===== src/hw/rtl/elf4_pkg.sv =====
`default_nettype none
// ----------------------------------------------------------------------------
// elf4_pkg
// shared types and constants for the 256-symbol lc4 byte cipher
// ----------------------------------------------------------------------------
package elf4_pkg;

    // grid side used when the top level is not told otherwise
    localparam int GRID_SIDE_DEF = 16;
    // key store and grid are both kept as a full 16 x 16 byte array
    localparam int STORE_DEPTH   = 256;
    localparam int BYTE_W        = 8;
    localparam int POS_W         = 4;

    // command codes
    typedef enum logic [1:0] {
        OP_LOAD    = 2'd0,
        OP_RESTART = 2'd1,
        OP_ENCRYPT = 2'd2,
        OP_DECRYPT = 2'd3
    } t_op;

    // command beat
    typedef struct packed {
        t_op               op;
        logic [BYTE_W-1:0] key_index;
        logic [BYTE_W-1:0] data_byte;
    } t_in;

    // result beat
    typedef struct packed {
        logic [BYTE_W-1:0] result_byte;
        logic              symbol_missing;
    } t_out;

endpackage
`default_nettype wire


===== src/hw/rtl/elf4_ram.sv =====
`default_nettype none
// ----------------------------------------------------------------------------
// elf4_ram
// simple dual-port ram, one write and one registered read port (read-first)
// ----------------------------------------------------------------------------
module elf4_ram #(
    parameter int WIDTH = 8,
    parameter int DEPTH = 256
) (
    input  wire logic                     i_clk,
    input  wire logic                     i_we,
    input  wire logic [$clog2(DEPTH)-1:0] i_waddr,
    input  wire logic [WIDTH-1:0]         i_wdata,
    input  wire logic [$clog2(DEPTH)-1:0] i_raddr,
    output logic      [WIDTH-1:0]         o_rdata
);

    logic [WIDTH-1:0] r_mem [DEPTH];

    // write and registered read, old data on a same-address clash
    always_ff @(posedge i_clk) begin
        if (i_we) begin
            r_mem[i_waddr] <= i_wdata;
        end
        o_rdata <= r_mem[i_raddr];
    end

endmodule
`default_nettype wire


===== src/hw/rtl/elsiefour_byte_cipher_core.sv =====
`default_nettype none
// ----------------------------------------------------------------------------
// elsiefour_byte_cipher_core
// lc4 byte cipher on a square byte grid held in block ram
// ----------------------------------------------------------------------------
// usage
//   command channel: a beat is taken on a rising edge with i_start high and
//   o_busy low. op load writes one key byte in that same cycle and never
//   raises o_busy. op restart copies the key into the grid while busy and
//   puts the marker at row 0, column 0. op encrypt / decrypt gives one
//   result beat: o_valid is high for exactly one cycle with o_out, at the
//   end of the step. the cost is set by the single grid read port: a
//   linear search of the grid (one cell a cycle), then the marker and
//   target reads, then a row and a column rotation done read-then-write
//   one cell a cycle.
//   the result beat cannot be held off by the receiver; it is shown once.
//   reset clears the controller and the marker. key store and grid contents
//   are unknown until loaded and restarted; encrypting before the first
//   restart gives unspecified bytes.
// ----------------------------------------------------------------------------
module elsiefour_byte_cipher_core #(
    parameter int GRID_SIDE = elf4_pkg::GRID_SIDE_DEF
) (
    input  wire logic           i_clk,
    input  wire logic           i_rst_n,
    input  wire logic           i_start,
    output logic                o_busy,
    input  wire elf4_pkg::t_in  i_in,
    output logic                o_valid,
    output elf4_pkg::t_out      o_out
);

    localparam int AW = $clog2(elf4_pkg::STORE_DEPTH);
    localparam int PW = elf4_pkg::POS_W;
    localparam int BW = elf4_pkg::BYTE_W;
    localparam logic [PW-1:0] LAST_POS = PW'(GRID_SIDE - 1);
    localparam logic [PW:0]   SIDE_K   = (PW+1)'(GRID_SIDE);

    typedef enum logic [3:0] {
        S_IDLE, S_COPY, S_COPYW, S_SCAN, S_MARK, S_MVAL, S_RES, S_RESW,
        S_ROW, S_COL
    } t_state;

    t_state          r_state;
    elf4_pkg::t_in   r_in;
    logic [PW-1:0]   r_sr, r_sc;
    logic            r_cmp_v;
    logic [PW-1:0]   r_cmp_r, r_cmp_c;
    logic            r_found;
    logic [PW-1:0]   r_fr, r_fc, r_cr, r_cc, r_pr, r_pc;
    logic [PW:0]     r_k;
    logic [BW-1:0]   r_res;
    logic [PW-1:0]   r_mrow, r_mcol;
    logic            r_cp_v;
    logic [AW-1:0]   r_cp_addr;
    logic            r_valid;
    elf4_pkg::t_out  r_out;

    logic            k_we;
    logic [AW-1:0]   k_raddr;
    logic [BW-1:0]   k_rdata;
    logic            g_we;
    logic [AW-1:0]   g_waddr, g_raddr;
    logic [BW-1:0]   g_wdata, g_rdata;

    // reduction modulo the grid side for values below 32
    logic [PW-1:0]   mod_tab [32];
    for (genvar g = 0; g < 32; g++) begin : g_mod
        assign mod_tab[g] = PW'(g % GRID_SIDE);
    end

    logic            cmd_take;
    logic            is_enc;
    logic [PW-1:0]   dr, dc, e_cr, e_cc, d_pr, d_pc;
    logic [PW+1:0]   d_pr_sum, d_pc_sum;
    logic [PW-1:0]   cc_next, mcol1, mrow1, mrow2, mcol2, kpos;
    logic [BW-1:0]   cbyte;

    assign cmd_take = i_start && (r_state == S_IDLE);
    assign is_enc   = (r_in.op == elf4_pkg::OP_ENCRYPT);
    assign kpos     = (r_k == SIDE_K) ? '0 : r_k[PW-1:0];

    // key store: written straight from a load beat
    assign k_we    = cmd_take && (i_in.op == elf4_pkg::OP_LOAD);
    assign k_raddr = {r_sr, r_sc};

    elf4_ram #(.WIDTH(BW), .DEPTH(elf4_pkg::STORE_DEPTH)) u_key (
        .i_clk  (i_clk),
        .i_we   (k_we),
        .i_waddr(i_in.key_index),
        .i_wdata(i_in.data_byte),
        .i_raddr(k_raddr),
        .o_rdata(k_rdata)
    );

    // grid port steering
    always_comb begin
        g_we    = 1'b0;
        g_waddr = r_cp_addr;
        g_wdata = k_rdata;
        g_raddr = {r_sr, r_sc};
        case (r_state)
            S_COPY, S_COPYW: begin
                g_we = r_cp_v;
            end
            S_MARK: begin
                g_raddr = {r_mrow, r_mcol};
            end
            S_RES: begin
                g_raddr = is_enc ? {r_cr, r_cc} : {r_pr, r_pc};
            end
            S_ROW: begin
                g_raddr = {r_pr, r_k[PW-1:0]};
                g_we    = (r_k != '0);
                g_waddr = {r_pr, kpos};
                g_wdata = g_rdata;
            end
            S_COL: begin
                g_raddr = {r_k[PW-1:0], r_cc};
                g_we    = (r_k != '0);
                g_waddr = {kpos, r_cc};
                g_wdata = g_rdata;
            end
            default: begin
                g_we = 1'b0;
            end
        endcase
    end

    elf4_ram #(.WIDTH(BW), .DEPTH(elf4_pkg::STORE_DEPTH)) u_grid (
        .i_clk  (i_clk),
        .i_we   (g_we),
        .i_waddr(g_waddr),
        .i_wdata(g_wdata),
        .i_raddr(g_raddr),
        .o_rdata(g_rdata)
    );

    // position arithmetic from the marker byte
    always_comb begin
        dr       = mod_tab[{1'b0, g_rdata[7:4]}];
        dc       = mod_tab[{1'b0, g_rdata[3:0]}];
        e_cr     = mod_tab[{1'b0, r_fr} + {1'b0, dr}];
        e_cc     = mod_tab[{1'b0, r_fc} + {1'b0, dc}];
        d_pr_sum = {2'b0, r_fr} + (PW+2)'(GRID_SIDE) - {2'b0, dr};
        d_pc_sum = {2'b0, r_fc} + (PW+2)'(GRID_SIDE) - {2'b0, dc};
        d_pr     = mod_tab[d_pr_sum[PW:0]];
        d_pc     = mod_tab[d_pc_sum[PW:0]];
    end

    // marker follow and advance at the end of a step
    always_comb begin
        cc_next = mod_tab[{1'b0, r_cc} + 5'd1];
        cbyte   = is_enc ? r_res : r_in.data_byte;
        mcol1   = (r_mrow == r_pr) ? mod_tab[{1'b0, r_mcol} + 5'd1] : r_mcol;
        mrow1   = (mcol1 == r_cc) ? mod_tab[{1'b0, r_mrow} + 5'd1] : r_mrow;
        mrow2   = mod_tab[{1'b0, mrow1} + {1'b0, cbyte[7:4]}];
        mcol2   = mod_tab[{1'b0, mcol1} + {1'b0, cbyte[3:0]}];
    end

    // controller
    always_ff @(posedge i_clk) begin
        r_valid <= 1'b0;
        r_cp_v  <= 1'b0;
        r_cp_addr <= {r_sr, r_sc};
        r_cmp_r <= r_sr;
        r_cmp_c <= r_sc;
        if (r_cmp_v && (g_rdata == r_in.data_byte)) begin
            r_found <= 1'b1;
            r_fr    <= r_cmp_r;
            r_fc    <= r_cmp_c;
        end
        case (r_state)
            S_IDLE: begin
                r_cmp_v <= 1'b0;
                r_sr    <= '0;
                r_sc    <= '0;
                if (i_start) begin
                    r_in    <= i_in;
                    r_found <= 1'b0;
                    r_fr    <= '0;
                    r_fc    <= '0;
                    case (i_in.op)
                        elf4_pkg::OP_RESTART: r_state <= S_COPY;
                        elf4_pkg::OP_ENCRYPT,
                        elf4_pkg::OP_DECRYPT: r_state <= S_SCAN;
                        default:              r_state <= S_IDLE;
                    endcase
                end
            end
            S_COPY: begin
                r_cp_v <= 1'b1;
                if (r_sc == LAST_POS) begin
                    r_sc <= '0;
                    r_sr <= r_sr + 1'b1;
                    if (r_sr == LAST_POS) begin
                        r_state <= S_COPYW;
                    end
                end else begin
                    r_sc <= r_sc + 1'b1;
                end
            end
            S_COPYW: begin
                r_mrow  <= '0;
                r_mcol  <= '0;
                r_state <= S_IDLE;
            end
            S_SCAN: begin
                r_cmp_v <= 1'b1;
                if (r_sc == LAST_POS) begin
                    r_sc <= '0;
                    r_sr <= r_sr + 1'b1;
                    if (r_sr == LAST_POS) begin
                        r_state <= S_MARK;
                    end
                end else begin
                    r_sc <= r_sc + 1'b1;
                end
            end
            S_MARK: begin
                r_cmp_v <= 1'b0;
                r_state <= S_MVAL;
            end
            S_MVAL: begin
                if (is_enc) begin
                    r_pr <= r_fr;
                    r_pc <= r_fc;
                    r_cr <= e_cr;
                    r_cc <= e_cc;
                end else begin
                    r_pr <= d_pr;
                    r_pc <= d_pc;
                    r_cr <= r_fr;
                    r_cc <= r_fc;
                end
                r_state <= S_RES;
            end
            S_RES: begin
                r_state <= S_RESW;
            end
            S_RESW: begin
                r_res   <= g_rdata;
                r_k     <= '0;
                r_state <= S_ROW;
            end
            S_ROW: begin
                if (r_k == SIDE_K) begin
                    r_k <= '0;
                    if (r_cr == r_pr) begin
                        r_cc <= cc_next;
                    end
                    r_state <= S_COL;
                end else begin
                    r_k <= r_k + 1'b1;
                end
            end
            S_COL: begin
                if (r_k == SIDE_K) begin
                    r_mrow <= mrow2;
                    r_mcol <= mcol2;
                    r_valid <= 1'b1;
                    r_out.result_byte    <= r_res;
                    r_out.symbol_missing <= !r_found;
                    r_state <= S_IDLE;
                end else begin
                    r_k <= r_k + 1'b1;
                end
            end
            default: begin
                r_state <= S_IDLE;
            end
        endcase
        if (!i_rst_n) begin
            r_state <= S_IDLE;
            r_valid <= 1'b0;
            r_cmp_v <= 1'b0;
            r_cp_v  <= 1'b0;
            r_mrow  <= '0;
            r_mcol  <= '0;
        end
    end

    assign o_busy  = (r_state != S_IDLE);
    assign o_valid = r_valid;
    assign o_out   = r_out;

`ifndef SYNTHESIS
    // a result beat lasts one cycle only
    a_one_beat: assert property (@(posedge i_clk) disable iff (!i_rst_n)
        o_valid |=> !o_valid)
        else $error("result strobe held for more than one cycle");

    // a cipher command makes the block busy
    a_busy_after_cmd: assert property (@(posedge i_clk) disable iff (!i_rst_n)
        (i_start && !o_busy && (i_in.op == elf4_pkg::OP_ENCRYPT ||
         i_in.op == elf4_pkg::OP_DECRYPT)) |=> o_busy)
        else $error("cipher command did not start");

    // marker stays inside the grid
    a_marker_range: assert property (@(posedge i_clk) disable iff (!i_rst_n)
        (r_mrow <= LAST_POS) && (r_mcol <= LAST_POS))
        else $error("marker outside the grid");

    // a result only appears as the controller returns to idle
    a_valid_idle: assert property (@(posedge i_clk) disable iff (!i_rst_n)
        o_valid |-> (r_state == S_IDLE) && $past(r_state == S_COL))
        else $error("result outside the end of a step");
`endif

endmodule
`default_nettype wire


===== config.mk =====
export PLATFORM = sky130hd
export DESIGN_NAME = elsiefour_byte_cipher_core
export DESIGN_NICKNAME = d
export VERILOG_FILES = /design/src/hw/rtl/elf4_pkg.sv /design/src/hw/rtl/elf4_ram.sv /design/src/hw/rtl/elsiefour_byte_cipher_core.sv
export SDC_FILE = /design/constraint.sdc
export NUM_CORES = 2
export LEC_CHECK = 0
export BUFFER_PORTS_ARGS = -buffer_cell sky130_fd_sc_hd__buf_2
export CAP_MARGIN = 20
export CORE_MARGIN = 4
export CORE_UTILIZATION = 45
export CTS_CLUSTER_DIAMETER = 120
export CTS_CLUSTER_SIZE = 30
export DETAILED_ROUTE_END_ITERATION = 7
export REMOVE_ABC_BUFFERS = 1
export SLEW_MARGIN = 20
export SYNTH_ARGS = -nofsm -noshare
export SYNTH_HDL_FRONTEND = slang
export SYNTH_SLANG_ARGS = --single-unit

===== constraint.sdc =====
create_clock -name i_clk -period 36.2 [get_ports i_clk]
set_input_delay 1.81 -clock i_clk [delete_from_list [all_inputs] [get_ports i_clk]]
set_output_delay 1.81 -clock i_clk [all_outputs]
set_load 0.02 [all_outputs]

======== After elaboration in Yosys (flattened, before gate mapping) ========
Memories as Yosys holds them, arrays and structs flattened. A register that Yosys moved wholly into a read port is not among the register bits.
Cells that the tools add are included.
W data, S select, Z words.
storage, ports and cells
  register bits after elaboration ......... 96
  memories kept ........................... 13
  bits in read-only memories .............. 1408
  bits of input ports ..................... 21
  RAM bits ................................ 4096
  output and inout port bits .............. 11
  logic and storage cells ................. 203
memory list
  name              depth  bits a word  read ports  clocked after Yosys merged registers in  wr ports  RTL line                           text
  u_grid.r_mem      256    8            1           1                                        1         elf4_ram.sv:18                     logic [WIDTH-1:0] r_mem [DEPTH];
  u_key.r_mem       256    8            1           1                                        1         elf4_ram.sv:18
  (name not given)  32     4            1           0                                        0         elsiefour_byte_cipher_core.sv:158  mcol2 = mod_tab[{1'b0, mcol1} + {1'b0, cbyte[3:0]}];
  (name not given)  32     4            1           0                                        0         elsiefour_byte_cipher_core.sv:157  mrow2 = mod_tab[{1'b0, mrow1} + {1'b0, cbyte[7:4]}];
  (name not given)  32     4            1           0                                        0         elsiefour_byte_cipher_core.sv:156  mrow1 = (mcol1 == r_cc) ? mod_tab[{1'b0, r_mrow} + 5'd1] : r_mrow;
  (name not given)  32     4            1           0                                        0         elsiefour_byte_cipher_core.sv:155  mcol1 = (r_mrow == r_pr) ? mod_tab[{1'b0, r_mcol} + 5'd1] : r_mcol;
  +7 memories       --     --           --          --                                       --        --
cells by class
  reductions and logical operators ........ 26
  muxes and demuxes ....................... 74
  order comparisons ....................... 11
  bitwise gates (word level) .............. 11
  equal/unequal tests ..................... 30
  $add $sub $neg .......................... 14
operators with widths
  operator               number
  $mux W4                48
  $ge A6 B6 Y1 const B   11
  $not A5 Y6             9
  $pmux W4 S2            5
  $pmux W4 S9            1
  $pmux W8 S4            1
  $mux W8                3
  $add A4 B4 Y5          4
  $ne A2 B2 Y1 const B   9
  $eq A4 B3 Y1 const B   4
  $eq A4 B4 Y1 const B   4
  $pmux W8 S2            1
  $add A4 B1 Y5 const B  3
  $pmux W5 S3            1
  $eq A4 B4 Y1           3
  $not A4 Y6             2
  $reduce_and A2 Y1      6
  $add A4 B5 Y5 const B  2
  $mux W5                2
  $reduce_or A2 Y1       5
  $sub A5 B4 Y5          2
  $mux W1                9
  $add A4 B1 Y4 const B  2
  $eq A4 B2 Y1 const B   2
  19 further kinds       27

======== Longest topological paths before layout ========
  word-level depth ........................ 15
  gate-level depth with buffers ........... 18

======== By module ========
From an unflattened synthesis, not the netlist that was laid out.
second synthesis, totals
  cell total of the unflattened synthesis .. 7997
  area, all modules ....................... 164203.7 um2
by module, submodules not included
  module                      cells each  area each (um2)  times used
  elf4_ram                    3733        79556.3          2
  elsiefour_byte_cipher_core  531         5091.1           1

======== Worst setup path after synthesis ========
OpenSTA, ideal clock, no wires.
  path type ............................... register to register
  start ................................... register r_state[3]
  end ..................................... memory u_grid.r_mem[0][1], data pin
  setup slack ............................. 22.759 ns
  period minus slack after synthesis ...... 13.441 ns
  arrival ................................. 11.253 ns
  data required time ...................... 34.012 ns
  library setup time ...................... 2.188 ns
  stages on the path, launching flop included .. 7
  buffers on the path ..................... 4
  cell sequence ........................... dfxtp_1 -> buf_4 -> or3b_1 -> buf_2 -> clkbuf_1 -> clkbuf_1 -> o21ai_0
on the way
  cells in the longest elaborated chain, start to end .. 3
ends and longest elaborated chain
  what                            RTL line                           text
  from (decl)                     elsiefour_byte_cipher_core.sv:44   t_state r_state;
  from (signal assigned)          elsiefour_byte_cipher_core.sv:184  elf4_pkg::OP_RESTART: r_state <= S_COPY;
  from (signal assigned)          elsiefour_byte_cipher_core.sv:186  elf4_pkg::OP_DECRYPT: r_state <= S_SCAN;
  from (signal assigned)          elsiefour_byte_cipher_core.sv:187  default: r_state <= S_IDLE;
  $eq A4 B4 Y1                    elsiefour_byte_cipher_core.sv:102  case (r_state)
  $reduce_or A2 Y1 (no line) (*)  --
  $mux W8 (*)                     elsiefour_byte_cipher_core.sv:102
  via g_wdata[1]                  elsiefour_byte_cipher_core.sv:64   logic [BW-1:0] g_wdata, g_rdata;
  to (decl)                       elf4_ram.sv:18
Mark *: on every way through the listed nets, which the timed path passes. The rest lies on a longest branch.

======== Final worst setup path ========
  start ................................... register r_in[17] (netlist name)
  end ..................................... register u_grid.o_rdata[0], read port of u_grid.r_mem
on the way
  cells in the longest elaborated chain, start to end .. 3
ends and longest elaborated chain
  what                    RTL line                           text
  from (decl)             elsiefour_byte_cipher_core.sv:45   elf4_pkg::t_in r_in;
  from (signal assigned)  elsiefour_byte_cipher_core.sv:179  r_in <= i_in;
  $eq A2 B2 Y1            elsiefour_byte_cipher_core.sv:80   assign is_enc = (r_in.op == elf4_pkg::OP_ENCRYPT);
  $mux W8                 elsiefour_byte_cipher_core.sv:110  g_raddr = is_enc ? {r_cr, r_cc} : {r_pr, r_pc};
  $pmux W8 S4             elsiefour_byte_cipher_core.sv:102
  to (decl)               elf4_ram.sv:15                     output logic [WIDTH-1:0] o_rdata
No other way between the ends.
A chain may end at the register's enable or synchronous reset.

==> results.yml <==
outcome:
  outcome: "finished, final reports clean"
grt:
  grt_pass1_wl_um: 672000
  grt_max_degree: 201
  grtUsageTotal: 0.245
  overflow: 0
  grt_pass1_vias: 87022
  grt_antenna_before_repair: 23
route:
  viasPerCell: 6.32
  wl_per_cell_um: 33.6
  drt_iter0_drc: 13490
  vias: 89693
  first_pass_iters: 8
  dr_wl_met2_um: 228000
  top_layer: "met5"
  antenna_left: 0
  drcViolationCount: 0
  route.met3.wl_um: 43400
  wirelength_um: 477000
  met1_length_um: 187000
setup_path:
  crit_required_ns: 37.02
  critPathMaxFanout: 69
  cp-start-kind: "flop"
  worstPathArrival_ns: 7.72
  crit_path_end_kind: "flop"
  worstSetupPathType: "flop to flop"
die:
  core-area_um2: 367000
  num_rows: 222
  die_h_um: 616
  io_pins: 32
  die_area_um2: 379000
  initial_core_util: 0.453
  chipWidth_um: 616
yosys:
  synth_fa_ha_area_frac: 0.00261
  synth_ff_type: "edfxtp_1"
  synth-compound-area-share: 0.0441
  yosysSeqAreaShare: 0.756
  ys_seq_elements: 4200
  synth_top_area_cell: "edfxtp_1"
  yosys.area.top_type_share: 0.750
  avgSynthCellArea_um2: 17.5
  synth-xor-area-share: 0.00279
  async_reset_ff_frac: 0
  synth_top_family_by_area: "multiplexers"
  yosys_warnings: 0
  synth_simple_gate_area_frac: 0.0621
  synth_edf_count: 4152
  synthMuxAreaShare: 0.115
  ys_top_cells_by_area: "edfxtp_1 75%, mux4_2 9.2%, nand2_1 2.7%"
  netlist_area_um2: 166000
  ys_types: 91
  synthCells: 9484
sta:
  tightest_slew_ns: 1.39
  hold-worst-slack_ns: 0.467
  fin_crit_ns: 6.90
  rsz0062_at_grt: "no"
  skew_ns: 0.0713
  fmax_mhz: 145
  slew_headroom: 0.0722
  finalSetupViolations: 0
  maxSlewViolCount: 0
  setup_tns_ns: 0
  hold_viol_final: 0
  fin_crit_sh: 0.191
cells_and_area:
  area_delta_synth_final_pct: 6.29
  post_route_cells_drive_above_1_share: 0.132
  fin_nets: 9364
  final_cells: 14194
placed_design:
  numPortBuffers: 31
  place_congestion: 0.917
  dp_hpwl_um: 288000
  dp.cells: 13960
clock_network:
  root_buffer: "clkbuf_16"
  cts_buffers: 164
  cts_setup_buffers: 0
  path_clk_slew_ns: 0.11
  cts-resized-gates: 0
  clock_latency_ns: 0.95
  cts_hold_buf: 0
  cts_max_path_buffers: 4
  cts.sinks: 4200
  ctsHtreeMaxLevel: 4
  cts_tree: "yes"
power_and_ir_drop:
  powerDensity_nw_per_um2: 71.5
  vdd_drop_max_mv: 0.0876
  p_leak_nw: 53.8
flow_run:
  drv_cap: 0
min_path:
  hold_class: "flop to flop"
==> power by group <==
part | internal [mW] | switching (mW)
Sequential | 5.74 | 0.0520
Combinational | 1.44 | 3.08
Clock | 0.862 | 1.46
Total | 8.04 | 4.59
==> per-layer routing <==
layer / vias to the layer above / track usage
li1: 36930 / -
met1: 47490 / 0.340
met2: 4517 / 0.394
met3: 742 / 0.0449
met4: 14 / 0.0814
met5: - / 0
==> cell usage in the layout, fill, tap and decap left out, drive strengths merged, types with 56 or more instances in the layout <==
cell type and count:
edfxtp 4152, nand2 1208, mux4 681, nor2 642
nand3 338, a21oi 333, mux2i 328, buf 237
clkbuf 206, o21ai 141, a211oi 76, o221ai 72
and3 65, a221oi 61, o22ai 56
==> synthesized netlist by cell type, types with 20 or more instances <==
library cell and n:
dfxtp_1 48, ha_1 25, a31oi_1 52, mux2i_1 328, nor2_1 639, xor2_1 31
o211ai_1 27, o2bb2ai_1 20, and3_1 65, a221o_1 21, xnor2_1 22, inv_1 20
nor2b_1 26, a22oi_1 38, o221ai_1 71, nand4_1 31, nor4_1 31, clkbuf_1 230
mux4_2 681, buf_4 61, a211oi_1 76, a21oi_1 331, o21ai_0 132, buf_1 102
nor3_1 55, nand2_1 1207, a221oi_1 60, mux2_2 47, edfxtp_1 4152, o22ai_1 56
nand3_1 337, buf_2 178, or3_1 24
==> per-stage QoR <==
stage / total power, mW / area, um^2 / setup WS, ns / utilization
5_1_grt: 13.0 / 177000 / 28.95 / 0.482
2_1_floorplan: 10.1 / 163000 / 0.683 / -
3_5_place_dp: 10.4 / 172000 / 29.56 / 0.469
4_1_cts: 12.6 / 176000 / 29.47 / 0.481
6_report: 12.6 / 177000 / 29.30 / 0.482
3_3_place_gp: 10.3 / 172000 / 29.63 / 0.469
==> flip-flops by register name, indices dropped and copies added (netlist names), 5 cells and up <==
name	count
u_grid.r_mem	2048
u_key.r_mem	2048
r_in	10
o_out	9
r_res	8
u_grid.o_rdata	8
u_key.o_rdata	8
r_cp_addr	7
r_k	5
==> critical path, stage by stage, from the launching register on <==
cell and delay (ns):
edfxtp_1 0.41, nand2b_2 0.71, mux2i_1 0.37, o21ai_1 0.29, o21ai_4 0.57, buf_4 0.77
buf_4 0.70, buf_4 0.78, nand2_1 0.14, a21oi_1 0.19, nor3_1 0.10, a21oi_1 0.30
or4b_1 0.47, or4_1 0.66, o22ai_1 0.16
==> layout make-up <==
class,count,area (um^2)
antenna,19,47.5
clock buffer,198,4270
clock inverter,15,258
fill,30533,190000
inverter,20,75.1
multi-input combinational,4681,38100
sequential,4200,126000
tap,4816,6030
timing repair buffer,245,2170
==> kinds of logic (layout without fill, tap and decap cells) <==
logic type | count (synthesis) | count (layout)
AND/OR/NAND/NOR | 2459 | 2459
adder cells (fa/ha/maj) | 31 | 31
AO/OA/AOI/OAI | 1082 | 1082
flip-flops | 4200 | 4200
multiplexers | 1056 | 1056
buffers and inverters | 603 | 478
XOR/XNOR | 53 | 53
other | 0 | 19
==> final timing paths <==
check	cells after the start	slack, ns	start	endpoint
max	14	29.30	r_in[17]$_DFFE_PP_	u_grid.o_rdata[0]$_DFF_P_
min	0	0.47	r_res[0]$_DFFE_PP_	o_out[1]$_DFFE_PP_
max reg2reg	14	29.30	r_in[17]$_DFFE_PP_	u_grid.o_rdata[0]$_DFF_P_
min reg2reg	0	0.47	r_res[0]$_DFFE_PP_	o_out[1]$_DFFE_PP_
Power figures use the tool's default switching activity.
